<file path="src/rtl/imupp_pkg.sv">
// ----------------------------------------------------------------------------
// IMU packet parser package
// Item types, frame constants and parser phase type.
// ----------------------------------------------------------------------------
package imupp_pkg;

  localparam int unsigned TURN_COUNT_WIDTH_DEFAULT = 16;

  localparam logic [7:0] HDR_BYTE   = 8'h55;
  localparam logic [7:0] TYPE_ACC   = 8'h51;
  localparam logic [7:0] TYPE_ANGLE = 8'h53;

  localparam logic [1:0] KIND_ANGLE = 2'd2;

  localparam logic [15:0] YAW_HIGH = 16'd49152;
  localparam logic [15:0] YAW_LOW  = 16'd16384;

  typedef enum logic [1:0] {
    PH_SEARCH,
    PH_TYPE,
    PH_DATA,
    PH_SUM
  } parse_phase_e;

  typedef struct packed {
    logic [7:0] data_byte;
    logic       hold_off;
  } in_item_t;

  typedef struct packed {
    logic [1:0]         packet_kind;
    logic [15:0]        word_x;
    logic [15:0]        word_y;
    logic [15:0]        word_z;
    logic [15:0]        temp_word;
    logic signed [15:0] yaw_turns;
    logic signed [31:0] yaw_unwrapped;
  } out_item_t;

endpackage

</file>
<file path="src/rtl/imupp_parser.sv">
// ----------------------------------------------------------------------------
// IMU packet parser core
// Frame state machine, checksum, payload store and yaw turn tracking.
// ----------------------------------------------------------------------------
module imupp_parser
  import imupp_pkg::*;
#(
  parameter int unsigned TURN_COUNT_WIDTH = TURN_COUNT_WIDTH_DEFAULT
) (
  input  logic      clk_i,
  input  logic      rst_ni,
  input  logic      step_i,
  input  in_item_t  item_i,
  output logic      res_valid_o,
  output out_item_t res_o
);

  localparam logic signed [TURN_COUNT_WIDTH-1:0] TurnMax = {1'b0, {(TURN_COUNT_WIDTH-1){1'b1}}};
  localparam logic signed [TURN_COUNT_WIDTH-1:0] TurnMin = {1'b1, {(TURN_COUNT_WIDTH-1){1'b0}}};
  localparam logic signed [TURN_COUNT_WIDTH-1:0] TurnOne = TURN_COUNT_WIDTH'(1);

  parse_phase_e phase_q, phase_d;
  logic [1:0]   kind_q, kind_d;
  logic [7:0]   sum_q, sum_d;
  logic [2:0]   idx_q, idx_d;
  logic [7:0]   payload_q [8];
  logic         payload_we;
  logic signed [TURN_COUNT_WIDTH-1:0] turn_q, turn_d;
  logic [15:0]  prev_yaw_q, prev_yaw_d;

  logic [15:0]        zraw;
  logic               wrap_up;
  logic               wrap_down;
  logic signed [32:0] turn_ext;
  logic signed [15:0] turn16;

  assign zraw      = {payload_q[5], payload_q[4]};
  assign wrap_up   = (prev_yaw_q > YAW_HIGH) && (zraw < YAW_LOW);
  assign wrap_down = (prev_yaw_q < YAW_LOW) && (zraw > YAW_HIGH);
  assign turn_ext  = 33'(turn_d);

  always_comb begin
    if (turn_ext > 33'sd32767) begin
      turn16 = 16'sh7fff;
    end else if (turn_ext < -33'sd32768) begin
      turn16 = 16'sh8000;
    end else begin
      turn16 = turn_ext[15:0];
    end
  end

  always_comb begin
    phase_d     = phase_q;
    kind_d      = kind_q;
    sum_d       = sum_q;
    idx_d       = idx_q;
    turn_d      = turn_q;
    prev_yaw_d  = prev_yaw_q;
    payload_we  = 1'b0;
    res_valid_o = 1'b0;
    if (step_i) begin
      case (phase_q)
        PH_SEARCH: begin
          if (!item_i.hold_off && item_i.data_byte == HDR_BYTE) begin
            sum_d   = HDR_BYTE;
            phase_d = PH_TYPE;
          end
        end
        PH_TYPE: begin
          if (item_i.data_byte >= TYPE_ACC && item_i.data_byte <= TYPE_ANGLE) begin
            kind_d  = 2'(item_i.data_byte - TYPE_ACC);
            sum_d   = sum_q + item_i.data_byte;
            idx_d   = '0;
            phase_d = PH_DATA;
          end else begin
            phase_d = PH_SEARCH;
          end
        end
        PH_DATA: begin
          payload_we = 1'b1;
          sum_d      = sum_q + item_i.data_byte;
          idx_d      = idx_q + 3'd1;
          if (idx_q == 3'd7) begin
            phase_d = PH_SUM;
          end
        end
        PH_SUM: begin
          phase_d = PH_SEARCH;
          idx_d   = '0;
          if (item_i.data_byte == sum_q) begin
            res_valid_o = 1'b1;
            if (kind_q == KIND_ANGLE) begin
              if (wrap_up && turn_q != TurnMax) begin
                turn_d = turn_q + TurnOne;
              end else if (wrap_down && turn_q != TurnMin) begin
                turn_d = turn_q - TurnOne;
              end
              prev_yaw_d = zraw;
            end
          end
        end
        default: begin
          phase_d = PH_SEARCH;
        end
      endcase
    end
  end

  always_comb begin
    res_o.packet_kind   = kind_q;
    res_o.word_x        = {payload_q[1], payload_q[0]};
    res_o.word_y        = {payload_q[3], payload_q[2]};
    res_o.word_z        = zraw;
    res_o.temp_word     = {payload_q[7], payload_q[6]};
    res_o.yaw_turns     = turn16;
    res_o.yaw_unwrapped = {turn16, prev_yaw_d};
  end

  always_ff @(posedge clk_i or negedge rst_ni) begin
    if (!rst_ni) begin
      phase_q    <= PH_SEARCH;
      kind_q     <= '0;
      sum_q      <= '0;
      idx_q      <= '0;
      turn_q     <= '0;
      prev_yaw_q <= '0;
    end else begin
      phase_q    <= phase_d;
      kind_q     <= kind_d;
      sum_q      <= sum_d;
      idx_q      <= idx_d;
      turn_q     <= turn_d;
      prev_yaw_q <= prev_yaw_d;
    end
  end

  always_ff @(posedge clk_i) begin
    if (payload_we) begin
      payload_q[idx_q] <= item_i.data_byte;
    end
  end

endmodule

</file>
<file path="src/rtl/imu_packet_parser_unwrap_unit.sv">
// Output: a result item is registered as the parser consumes the checksum byte.
// Throughput: one byte per cycle while the output is not stalled, set by the
// single-pass parser between the input register and the result register.
// Reset: asynchronous, active low; clears the parse phase, checksum, turn count,
// last yaw and both valid flags.
// ----------------------------------------------------------------------------
// IMU packet parser with yaw unwrapping
// Takes serial bytes and emits one item per frame with a matching checksum.
// ----------------------------------------------------------------------------
module imu_packet_parser_unwrap_unit
  import imupp_pkg::*;
#(
  parameter int unsigned TURN_COUNT_WIDTH = TURN_COUNT_WIDTH_DEFAULT
) (
  input  logic      clk_i,
  input  logic      rst_ni,
  input  logic      in_valid_i,
  output logic      in_ready_o,
  input  in_item_t  in_item_i,
  output logic      out_valid_o,
  input  logic      out_ready_i,
  output out_item_t out_item_o
);

  logic      in_valid_q;
  in_item_t  in_item_q;
  logic      out_valid_q;
  out_item_t out_item_q;

  logic      advance;
  logic      res_valid;
  out_item_t res;

  assign advance    = !out_valid_q || out_ready_i;
  assign in_ready_o = !in_valid_q || advance;

  imupp_parser #(
    .TURN_COUNT_WIDTH(TURN_COUNT_WIDTH)
  ) u_parser (
    .clk_i      (clk_i),
    .rst_ni     (rst_ni),
    .step_i     (in_valid_q && advance),
    .item_i     (in_item_q),
    .res_valid_o(res_valid),
    .res_o      (res)
  );

  always_ff @(posedge clk_i or negedge rst_ni) begin
    if (!rst_ni) begin
      in_valid_q  <= 1'b0;
      out_valid_q <= 1'b0;
    end else begin
      if (in_ready_o) begin
        in_valid_q <= in_valid_i;
      end
      if (advance) begin
        out_valid_q <= res_valid;
      end
    end
  end

  always_ff @(posedge clk_i) begin
    if (in_valid_i && in_ready_o) begin
      in_item_q <= in_item_i;
    end
    if (advance && res_valid) begin
      out_item_q <= res;
    end
  end

  assign out_valid_o = out_valid_q;
  assign out_item_o  = out_item_q;

endmodule

</file>
<file path="config.mk">
export PLATFORM = sky130hd
export DESIGN_NAME = imu_packet_parser_unwrap_unit
export DESIGN_NICKNAME = d
export VERILOG_FILES = /design/src/rtl/imupp_pkg.sv /design/src/rtl/imupp_parser.sv /design/src/rtl/imu_packet_parser_unwrap_unit.sv
export SDC_FILE = /design/constraint.sdc
export NUM_CORES = 1
export LEC_CHECK = 0
export ABC_AREA = 0
export BUFFER_PORTS_ARGS = -buffer_cell sky130_fd_sc_hd__buf_2
export CAP_MARGIN = 20
export CORE_MARGIN = 4
export CORE_UTILIZATION = 50
export DETAILED_ROUTE_END_ITERATION = 8
export GPL_ROUTABILITY_DRIVEN = 0
export PLACE_DENSITY = 0.74
export REMOVE_ABC_BUFFERS = 1
export SETUP_SLACK_MARGIN = 0.3
export SLEW_MARGIN = 20
export SYNTH_ARGS = -nofsm -noshare
export SYNTH_HDL_FRONTEND = slang
export SYNTH_SLANG_ARGS = --single-unit
</file>
<file path="constraint.sdc">
create_clock -name clk_i -period 3.7 [get_ports clk_i]
set_input_delay 0.74 -clock clk_i [delete_from_list [all_inputs] [get_ports clk_i]]
set_output_delay 0.74 -clock clk_i [all_outputs]
set_load 0.005 [all_outputs]
</file>
==> results of run 1 <==
[flip-flops by register name, summed over array words and instances, names as in the netlist, named ones only]
| name | flops |
|---|---|
| out_item_o | 98 |
| u_parser.payload_q | 64 |
| u_parser.prev_yaw_q | 16 |
| u_parser.turn_q | 16 |
| in_item_q | 9 |
| u_parser.sum_q | 8 |
| u_parser.idx_q | 3 |
| u_parser.kind_q | 2 |
| in_valid_q | 1 |
| out_valid_o | 1 |
| u_parser.phase_q | 1 |
[per-layer routing]
metal,track usage,up-vias,part of all wire
li1,-,2361,-
met1,0.214,2519,0.40
met2,0.293,178,0.50
met3,0.0311,50,0.060
met4,0.0734,0,0.036
met5,0,-,0
[kinds of logic after synthesis]
| group | synth area share |
|---|---|
| mux | 0.00358 |
| fa+ha+maj | 0.0281 |
| flops | 0.729 |
| compound gates | 0.0536 |
| simple gates | 0.119 |
| buf+inv | 0.0338 |
| xor+xnor | 0.0331 |
[critical path, cell delays in order (launching register included)]
cell and delay, ns:
edfxtp_1 0.58, ha_1 0.45, nor4b_2 0.31, nand2_1 0.17, nor3_2 0.51, nand3_2 0.22
o41ai_2 0.42, xor2_1 0.13
[per-stage QoR]
| step | hold WS [ns] | instance area, µm² | TNS (ns) | cells | utilization |
|---|---|---|---|---|---|
| after floorplan | 0.400 | 8490 | -1.71 | 543 | - |
| after global placement | 0.406 | 9520 | 0 | 907 | 0.554 |
| after detailed placement | 0.406 | 9520 | 0 | 907 | 0.554 |
| after CTS | 0.353 | 10200 | 0 | 944 | 0.594 |
| after global routing | 0.374 | 10200 | 0 | 944 | 0.594 |
| final | 0.343 | 10200 | 0 | 944 | 0.594 |
[Yosys cell counts (3+ instances only)]
cell type / count
nor2_1: 25
and3_1: 6
and4_4: 3
or3_1: 5
a21o_1: 3
edfxtp_1: 171
buf_6: 4
o21ai_0: 11
nor2b_1: 3
dfrtp_1: 49
ha_1: 18
buf_4: 19
buf_2: 7
inv_1: 14
xor2_1: 25
nand2b_1: 9
a21oi_2: 3
a2111oi_4: 4
nor3_1: 10
a21oi_1: 12
and2_1: 4
xnor2_1: 8
nand4_1: 11
nor4_1: 8
nand2_1: 82
nand3_1: 20
[power by group through the flow]
stage | Sequential (mW) | Clock (mW) | Combinational (mW)
after floorplan | 2.83 | 0 | 0.387
after global placement | 2.84 | 0 | 0.489
after detailed placement | 2.84 | 0 | 0.517
after CTS | 2.79 | 2.14 | 0.525
after global routing | 2.80 | 2.28 | 0.585
final | 2.79 | 2.10 | 0.530
[cell type report]
| type | count | area (µm²) | share of cell area |
|---|---|---|---|
| Clock buffer | 24 | 537 | 0.0526 |
| Clock inverter | 13 | 144 | 0.0141 |
| Inverter | 14 | 53.8 | 0.00528 |
| Multi-Input combinational cell | 309 | 2070 | 0.203 |
| Sequential cell | 220 | 6360 | 0.624 |
| Tap cell | 225 | 282 | 0.0276 |
| Timing Repair Buffer | 139 | 748 | 0.0734 |
[cell usage in the layout (no fill, tap or decap), types with 3 or more instances in the layout]
master     netlist  routed
nand4_1         11      11
clkinv_2         0       4
a2111oi_4        4       4
nand3_1         20      20
a21oi_2          3       3
o21ai_0         11      11
nor4_1           8       8
and4_4           3       3
edfxtp_1       171     171
bufinv_16        0       3
nand2_1         82      82
xnor2_1          8       8
clkbuf_1         2       3
a21oi_1         12      12
nor2_1          25      25
nand2b_1         9       9
ha_1            18      18
or3_1            5       5
buf_2            7     128
and3_1           6       6
buf_4           19       9
a21o_1           3       3
clkinv_1         0       4
clkbuf_16        0      21
inv_1           14      13
nor2b_1          3       3
dfrtp_1         49      49
nor3_1          10      10
and2_1           4       4
xor2_1          25      25
[worst paths after layout]
kind / startpoint / end / slack [ns] / cells past startpoint
min: rst_ni / u_parser.turn_q[14] / 0.34 / 1
min in group clk_i: in_item_i[8] / in_item_q[8] / 0.42 / 1
max reg2reg: in_item_q[6] / out_item_o[45] / 0.62 / 7
min reg2reg: u_parser.payload_q[7][0] / out_item_o[56] / 0.42 / 0
max: in_item_q[6] / out_item_o[45] / 0.62 / 7
max in group asynchronous: rst_ni / u_parser.sum_q[6] / 2.61 / 2
==> flow_summary.yaml, run 1 <==
outcome:
  outcome: "complete, no violations"
final_layout:
  final_nets: 737
  area_delta_synth_final_pct: 16.8
  drive_above_1_share: 0.268
  fillers: 1321
  diodes: 0
critical_path:
  worstSetupStartpointType: "flop"
  arrival_ns: 3.29
  required_ns: 3.91
  critPathKind: "flop to flop"
  cp_max_fo: 10
  end_kind: "flop"
worst_hold_path:
  holdCritPathClass: "primary input to asynchronous set/reset pin"
placement:
  hpwl_um: 11800
  portBuffers: 128
  place_ws_ns: 0.648
logic_synthesis:
  ys_seq_area_frac: 0.729
  netlist_area_um2: 8730
  synth_cell_types: 59
  syn_avg_cell_area_um2: 15.1
  ys_async_sr_fraction: 0.223
  synth-edff-count: 171
  synthCells: 578
  ys_ff_latch: 220
  synth_flop_cell: "edfxtp_1"
  netlist.area_leader.share: 0.588
  yosys_warnings: 0
  synth_top_area_cell: "edfxtp_1"
  netlist_top_cells_area: "edfxtp_1 59%, dfrtp_1 14%, nand2_1 3.5%"
timing:
  period_needed_ns: 3.08
  setup_viol_count_final: 0
  hold_viol_final: 0
  fin_skew_ns: 0.0115
  tightest_slew_ns: 0.795
  drv_slew: 0
  fin_ws_ns: 0.623
  fmax_mhz: 325
  grt_setup_unrepaired: "false"
  timing.final.crit_share: 0.832
  slew_headroom: 0.468
power_and_ir_drop:
  p_switching_mw: 1.22
  power.leakage_nw: 4.18
  p_clk_frac: 0.388
  power_frac_seq: 0.514
  p_comb_frac: 0.098
  vdd_drop_max_v: 0.000374
  swShare: 0.226
  p_total_mw: 5.43
  power.density_nw_per_um2: 532
  p_int_mw: 4.20
floorplan:
  core_area_um2: 17200
  fp.dieW_um: 140
  die_h_um: 140
  rows: 48
  initial_core_util: 0.508
  dieArea_um2: 19600
  io_pins: 129
detailed_routing:
  finalWirelength_um: 16800
  detail_route.iter0.violations: 375
  drcViolationCount: 0
  vias: 5108
  via_per_inst: 5.41
  wl_per_cell_um: 17.8
  ant_nets: 0
  dr.pass1.iters: 5
grt:
  grtUsageTotal: 0.171
  grt_pass1_wl_um: 26800
  grt_max_degree: 39
  grt_pass1_vias: 5193
  antenna_found_initial: 0
  grt-ovfl-total: 0
clocking:
  worstSkewPairLatency_ns: 0.49
  htreeDepth: 1
  cts_hold_buf: 0
  cts.clk_slew.worst_paths_ns: 0.07
  cts_setup_buffers: 0
  cts_root_buffer: "clkbuf_16"
  clock_sinks: 220
  cts-resized-gates: 0
  cts_made_buffers: 21
  cts_tree: "done"
  clk_path_buf_depth: 3
flow_run:
  drv_cap: 0
(Power assumes the default switching activity.)
==> inputs of run 2 (changes only) <==
--- a/config.mk
+++ b/config.mk
@@ -5,14 +5,14 @@
 export SDC_FILE = /design/constraint.sdc
 export NUM_CORES = 1
 export LEC_CHECK = 0
-export ABC_AREA = 0
+export ABC_AREA = 1
 export BUFFER_PORTS_ARGS = -buffer_cell sky130_fd_sc_hd__buf_2
 export CAP_MARGIN = 20
 export CORE_MARGIN = 4
 export CORE_UTILIZATION = 50
 export DETAILED_ROUTE_END_ITERATION = 8
 export GPL_ROUTABILITY_DRIVEN = 0
-export PLACE_DENSITY = 0.74
+export PLACE_DENSITY = 0.71
 export REMOVE_ABC_BUFFERS = 1
 export SETUP_SLACK_MARGIN = 0.3
 export SLEW_MARGIN = 20
==> constraint.sdc (replaced) <==
create_clock -name clk_i -period 3 [get_ports clk_i]
set_input_delay 0.6 -clock clk_i [delete_from_list [all_inputs] [get_ports clk_i]]
set_output_delay 0.6 -clock clk_i [all_outputs]
set_load 0.005 [all_outputs]
==> flow_summary.yaml, run 2 <==
timing:
  drv_slew: 0
  setup-tns-final_ns: 0
  setup_viol_count_final: 0
  timing.final.crit_share: 0.786
  fmax_mhz: 424
  grt_setup_unrepaired: "false"
  fin_skew_ns: 0.0142
  hold_viol_final: 0
  tightest_slew_ns: 0.730
  slew_headroom: 0.512
  period_needed_ns: 2.36
  holdWs_ns: 0.140
  fin_ws_ns: 0.643
detailed_routing:
  via_per_inst: 5.00
  wl_per_cell_um: 16.1
  detail_route.iter0.violations: 359
  finalWirelength_um: 17400
  drcViolationCount: 0
  ant_nets: 0
  vias: 5406
  dr.pass1.iters: 5
critical_path:
  crit_buf_inv: 0
  crit_family: "simple AND/OR/NAND/NOR gates"
  required_ns: 3.25
  end_kind: "flop"
  worstSetupStartpointType: "flop"
  ff2ff_setup_slack_ns: 0.64
  r2r_start: "in_item_q[5]"
  arrival_ns: 2.61
  rr_endpoint: "out_item_o[45]"
  crit_slowest_cell: "edfxtp_1"
  reg2regPathDepth: 11
  critical-path-max-stage-delay_ns: 0.40
  critPathKind: "flop to flop"
  path_cells: "ha_1 > nor2_1 > nand2_1 > nor2_1 > nand3_1 > nor2_4 > nand2_1 > nor2_1 > nand3_1 > nand2_1 > nand2_1"
  cpMostUsedCell: "nand2_1"
  cp_max_fo: 12
clocking:
  cts_hold_buf: 0
  cts_root_buffer: "clkbuf_16"
  cts_made_buffers: 22
  worstSkewPairLatency_ns: 0.50
  cts_tree: "done"
  clock_sinks: 220
  htreeDepth: 1
  clk_path_buf_depth: 3
  cts.clk_slew.worst_paths_ns: 0.06
power_and_ir_drop:
  power.leakage_nw: 4.41
  vdd_drop_max_v: 0.000377
  p_total_mw: 6.72
  power.density_nw_per_um2: 647
logic_synthesis:
  synth-edff-count: 171
  netlist_area_um2: 8760
  ys_ff_latch: 220
  synth_flop_cell: "edfxtp_1"
  synth_top_area_cell: "edfxtp_1"
  synth_cell_types: 37
  netlist.area_leader.share: 0.586
  netlist_top_cells_area: "edfxtp_1 59%, dfrtp_1 14%, nand2_1 7.4%"
  synthCells: 699
  ys_seq_area_frac: 0.726
  syn_avg_cell_area_um2: 12.5
  ys_async_sr_fraction: 0.223
  yosysMostFrequentCell: "nand2_1"
  yosys_warnings: 0
  synth_commonest_cells: "173 x nand2_1, 171 x edfxtp_1, 71 x nor2_1"
grt:
  grt_pass1_vias: 5254
  antenna_found_initial: 0
  grt_max_degree: 57
  grt-ovfl-total: 0
  grt_pass1_wl_um: 27900
  grtUsageTotal: 0.177
placement:
  place_ws_ns: 0.535
  portBuffers: 128
  place_area_um2: 9640
  hpwl_um: 12100
flow_run:
  drv_cap: 0
final_layout:
  final_nets: 875
  largest_reg_flops: 98
  final_cell_mix: "173 x nand2_1, 171 x edfxtp_1, 128 x buf_2, 71 x nor2_1, 57 x inv_1"
  drive_above_1_share: 0.242
  final_area_um2: 10400
  mostFrequentLayoutCell: "nand2_1"
  area_delta_synth_final_pct: 18.5
  diodes: 0
worst_hold_path:
  holdCritPathClass: "primary input to asynchronous set/reset pin"
floorplan:
  fp.dieW_um: 140
  io_pins: 129
  dieArea_um2: 19700
  core_area_um2: 17200
  initial_core_util: 0.508
  rows: 48
  die_h_um: 140
outcome:
  outcome: "complete, no violations"
[run 2: worst register-to-register path: cells and delay by family (launching register included)]
family	cells	cell delay, ns
fa+ha+maj	1	0.40
flops	1	0.40
simple gates	10	1.31
[run 2: cells by family after synthesis]
group / share of synthesized area
DFF: 0.726
buffers and inverters: 0.0463
and+or+nand+nor: 0.167
xor gates and xnor gates: 0.00900
AOI/OAI and AO/OA: 0.0240
adders and majority gates: 0.0280
[run 2: layout make-up]
class / instances / area (µm²)
inverters: 66 / 250
multi-input cells: 392 / 2000
repair buffers: 141 / 751
clock inverters: 14 / 181
well taps: 225 / 282
fillers: 1334 / 6850
flip-flops and latches: 220 / 6360
clock buffers: 24 / 558
[run 2: where the power goes]
| group | total (mW) | internal [mW] | switching (mW) |
|---|---|---|---|
| clock | 2.79 | 1.69 | 1.10 |
| combinational | 0.532 | 0.197 | 0.335 |
| sequential | 3.39 | 3.34 | 0.0502 |
[run 2: repair_timing]
| action | 4_1_cts | 5_1_grt |
|---|---|---|
| setup endpoints to repair | 0 | 2 |
| endpoints found under the hold margin | 0 | 0 |
| buffers inserted | 0 | 0 |
| gates resized for setup | 0 | 1 |
[run 2: how the worst max path moves through the flow]
stage / end / start / cells past startpoint / slack (ns)
final: out_item_o[45] / in_item_q[5] / 11 / 0.64
after global routing: u_parser.sum_q[0] / in_item_q[2] / 12 / 0.43
after CTS: out_item_o[45] / in_item_q[5] / 11 / 0.50
after detailed placement: out_item_o[45] / in_item_q[5] / 11 / 0.54
after global placement: out_item_o[47] / in_item_q[7] / 9 / 0.64
after floorplan: out_item_o[0] / in_item_q[6] / 6 / -0.59
[run 2: layer usage]
layer,global-route usage,vias up,routed length [µm]
met2,0.287,162,8310
met5,0,-,0
met3,0.0348,26,1130
met1,0.248,2567,7610
li1,-,2651,-
met4,0.0449,0,327
[run 2: per-stage QoR]
| step | cells | utilization |
|---|---|---|
| after floorplan | 678 | - |
| after global placement | 1044 | 0.559 |
| after detailed placement | 1044 | 0.559 |
| after CTS | 1082 | 0.602 |
| after global routing | 1082 | 0.602 |
| final | 1082 | 0.602 |
==> inputs of run 3 (changes only) <==
--- a/config.mk
+++ b/config.mk
@@ -12,7 +12,7 @@
 export CORE_UTILIZATION = 50
 export DETAILED_ROUTE_END_ITERATION = 8
 export GPL_ROUTABILITY_DRIVEN = 0
-export PLACE_DENSITY = 0.71
+export PLACE_DENSITY = 0.74
 export REMOVE_ABC_BUFFERS = 1
 export SETUP_SLACK_MARGIN = 0.3
 export SLEW_MARGIN = 20
==> constraint.sdc (replaced) <==
create_clock -name clk_i -period 1.9 [get_ports clk_i]
set_input_delay 0.38 -clock clk_i [delete_from_list [all_inputs] [get_ports clk_i]]
set_output_delay 0.38 -clock clk_i [all_outputs]
set_load 0.005 [all_outputs]
==> flow_summary.yaml, run 3 (synthesized netlist as in run 2, its figures left out) <==
detailed_routing:
  ant_nets: 0
  finalWirelength_um: 25200
  wl_per_cell_um: 20.9
  dr.pass1.iters: 6
  drcViolationCount: 0
  vias: 6651
  via_per_inst: 5.51
  detail_route.iter0.violations: 671
final_layout:
  final_cell_mix: "171 x edfxtp_1, 128 x buf_2, 118 x nand2_1, 64 x buf_4, 49 x nor2_1"
  drive_above_1_share: 0.475
  area_delta_synth_final_pct: 45.5
  stdcell_count: 1208
  diodes: 0
  mostFrequentLayoutCell: "edfxtp_1"
  final_nets: 999
  fillers: 961
  regArea_um2: 6360
  largest_reg_flops: 98
  multi_input_area_um2: 2740
critical_path:
  required_ns: 2.16
  arrival_ns: 2.39
  worstSetupStartpointType: "flop"
  end_kind: "flop"
  cp_max_fo: 5
  critPathKind: "flop to flop"
clocking:
  cts_tree: "done"
  cts_root_buffer: "clkbuf_16"
  worstSkewPairLatency_ns: 0.52
  cts.clk_slew.worst_paths_ns: 0.07
  clock_sinks: 220
  cts_made_buffers: 22
  clk_path_buf_depth: 3
  htreeDepth: 1
grt:
  grtUsageTotal: 0.215
  grt_pass1_wl_um: 33400
  antenna_found_initial: 0
  grt_max_degree: 50
  grt-ovfl-total: 0
  grt_pass1_vias: 6172
outcome:
  violations: "negative setup slack"
  outcome: "complete, but fails checks"
timing:
  drv_slew: 0
  tightest_slew_ns: 0.417
  fmax_mhz: 471
  holdWs_ns: 0.0483
  grt_setup_unrepaired: "true"
  slew_headroom: 0.722
  hold_viol_final: 0
  setup_viol_count_final: 137
  fin_ws_ns: -0.223
  period_needed_ns: 2.12
  fin_skew_ns: 0.0233
  timing.final.crit_share: 1.12
worst_hold_path:
  holdCritPathClass: "primary input to flop"
floorplan:
  dieArea_um2: 19700
  fp.dieW_um: 140
  core_area_um2: 17200
  initial_core_util: 0.508
  io_pins: 129
  rows: 48
  die_h_um: 140
placement:
  place_ws_ns: -0.219
  hpwl_um: 12600
  portBuffers: 128
  dp_cells: 1099
flow_run:
  drv_cap: 0
power_and_ir_drop:
  vdd_drop_max_v: 0.000833
  power.leakage_nw: 5.38
  power.density_nw_per_um2: 907
  p_total_mw: 11.6
## run 3: changes by cell type in the layout (fill, tap and decap cells not counted), sizes merged
cell,delta
buf,+113
nand3,+1
bufinv,-1
nand2,+1
clkinv,-1
clkbuf,+13
inv,-1
dlygate4sd3,+1
## run 3: critical path, stage by stage, from the launching register on
cell     delay [ns]
dfrtp_1        0.47
inv_1          0.09
ha_1           0.20
inv_1          0.09
nor2_1         0.07
nand2_1        0.12
nor2_4         0.07
nor2_8         0.15
nand3_2        0.12
o21ai_2        0.25
nand2_1        0.12
nand2_2        0.08
nand2_1        0.04
## run 3: timing repair
action | 4_1_cts | 5_1_grt
pin swaps | 36 | 47
gates resized for setup | 148 | 125
cloned | 12 | 8
endpoints found under the hold margin | 49 | 0
setup buffers | 30 | 18
hold buffers | 1 | 0
setup endpoints to repair | 227 | 241
## run 3: cell type report
cell class / instances / area share
Clock buffer: 31 / 0.0482
Clock inverter: 9 / 0.0105
Inverter: 66 / 0.0225
Multi-Input combinational cell: 394 / 0.215
Sequential cell: 220 / 0.499
Tap cell: 225 / 0.0221
Timing Repair Buffer: 261 / 0.179
Timing Repair inverter: 2 / 0.00363
## run 3: path summary, 6_finish.rpt
kind | startpoint | to | slack, ns | cells past startpoint
min in group asynchronous | rst_ni | u_parser.turn_q[1] | 0.39 | 3
min | in_item_i[0] | in_item_q[0] | 0.05 | 1
max | u_parser.turn_q[1] | out_item_o[42] | -0.22 | 12
min reg2reg | u_parser.payload_q[1][6] | out_item_o[110] | 0.42 | 0
max reg2reg | u_parser.turn_q[1] | out_item_o[42] | -0.22 | 12
max in group asynchronous | rst_ni | asynchronous set/reset pin | 1.24 | 3
## run 3: per-layer routing
| layer | global-route usage | part of all wire |
|---|---|---|
| met2 | 0.368 | 0.49 |
| met1 | 0.280 | 0.38 |
| met4 | 0.0750 | 0.049 |
| met5 | 0 | 0 |
| met3 | 0.0369 | 0.079 |
## run 3: through the flow
step                TNS (ns)  utilization  instance area, µm²
floorplan            -174.87            -                8610
global placement      -11.92        0.585               10100
detailed placement    -13.76        0.585               10100
CTS                    -5.83        0.694               12000
global route          -25.25        0.740               12800
finish                -12.30        0.740               12800
## run 3: power by group
| part | switching (mW) | internal, mW |
|---|---|---|
| registers | 0.110 | 5.28 |
| clock network | 1.86 | 2.68 |
| logic | 0.860 | 0.782 |
| total | 2.83 | 8.74 |
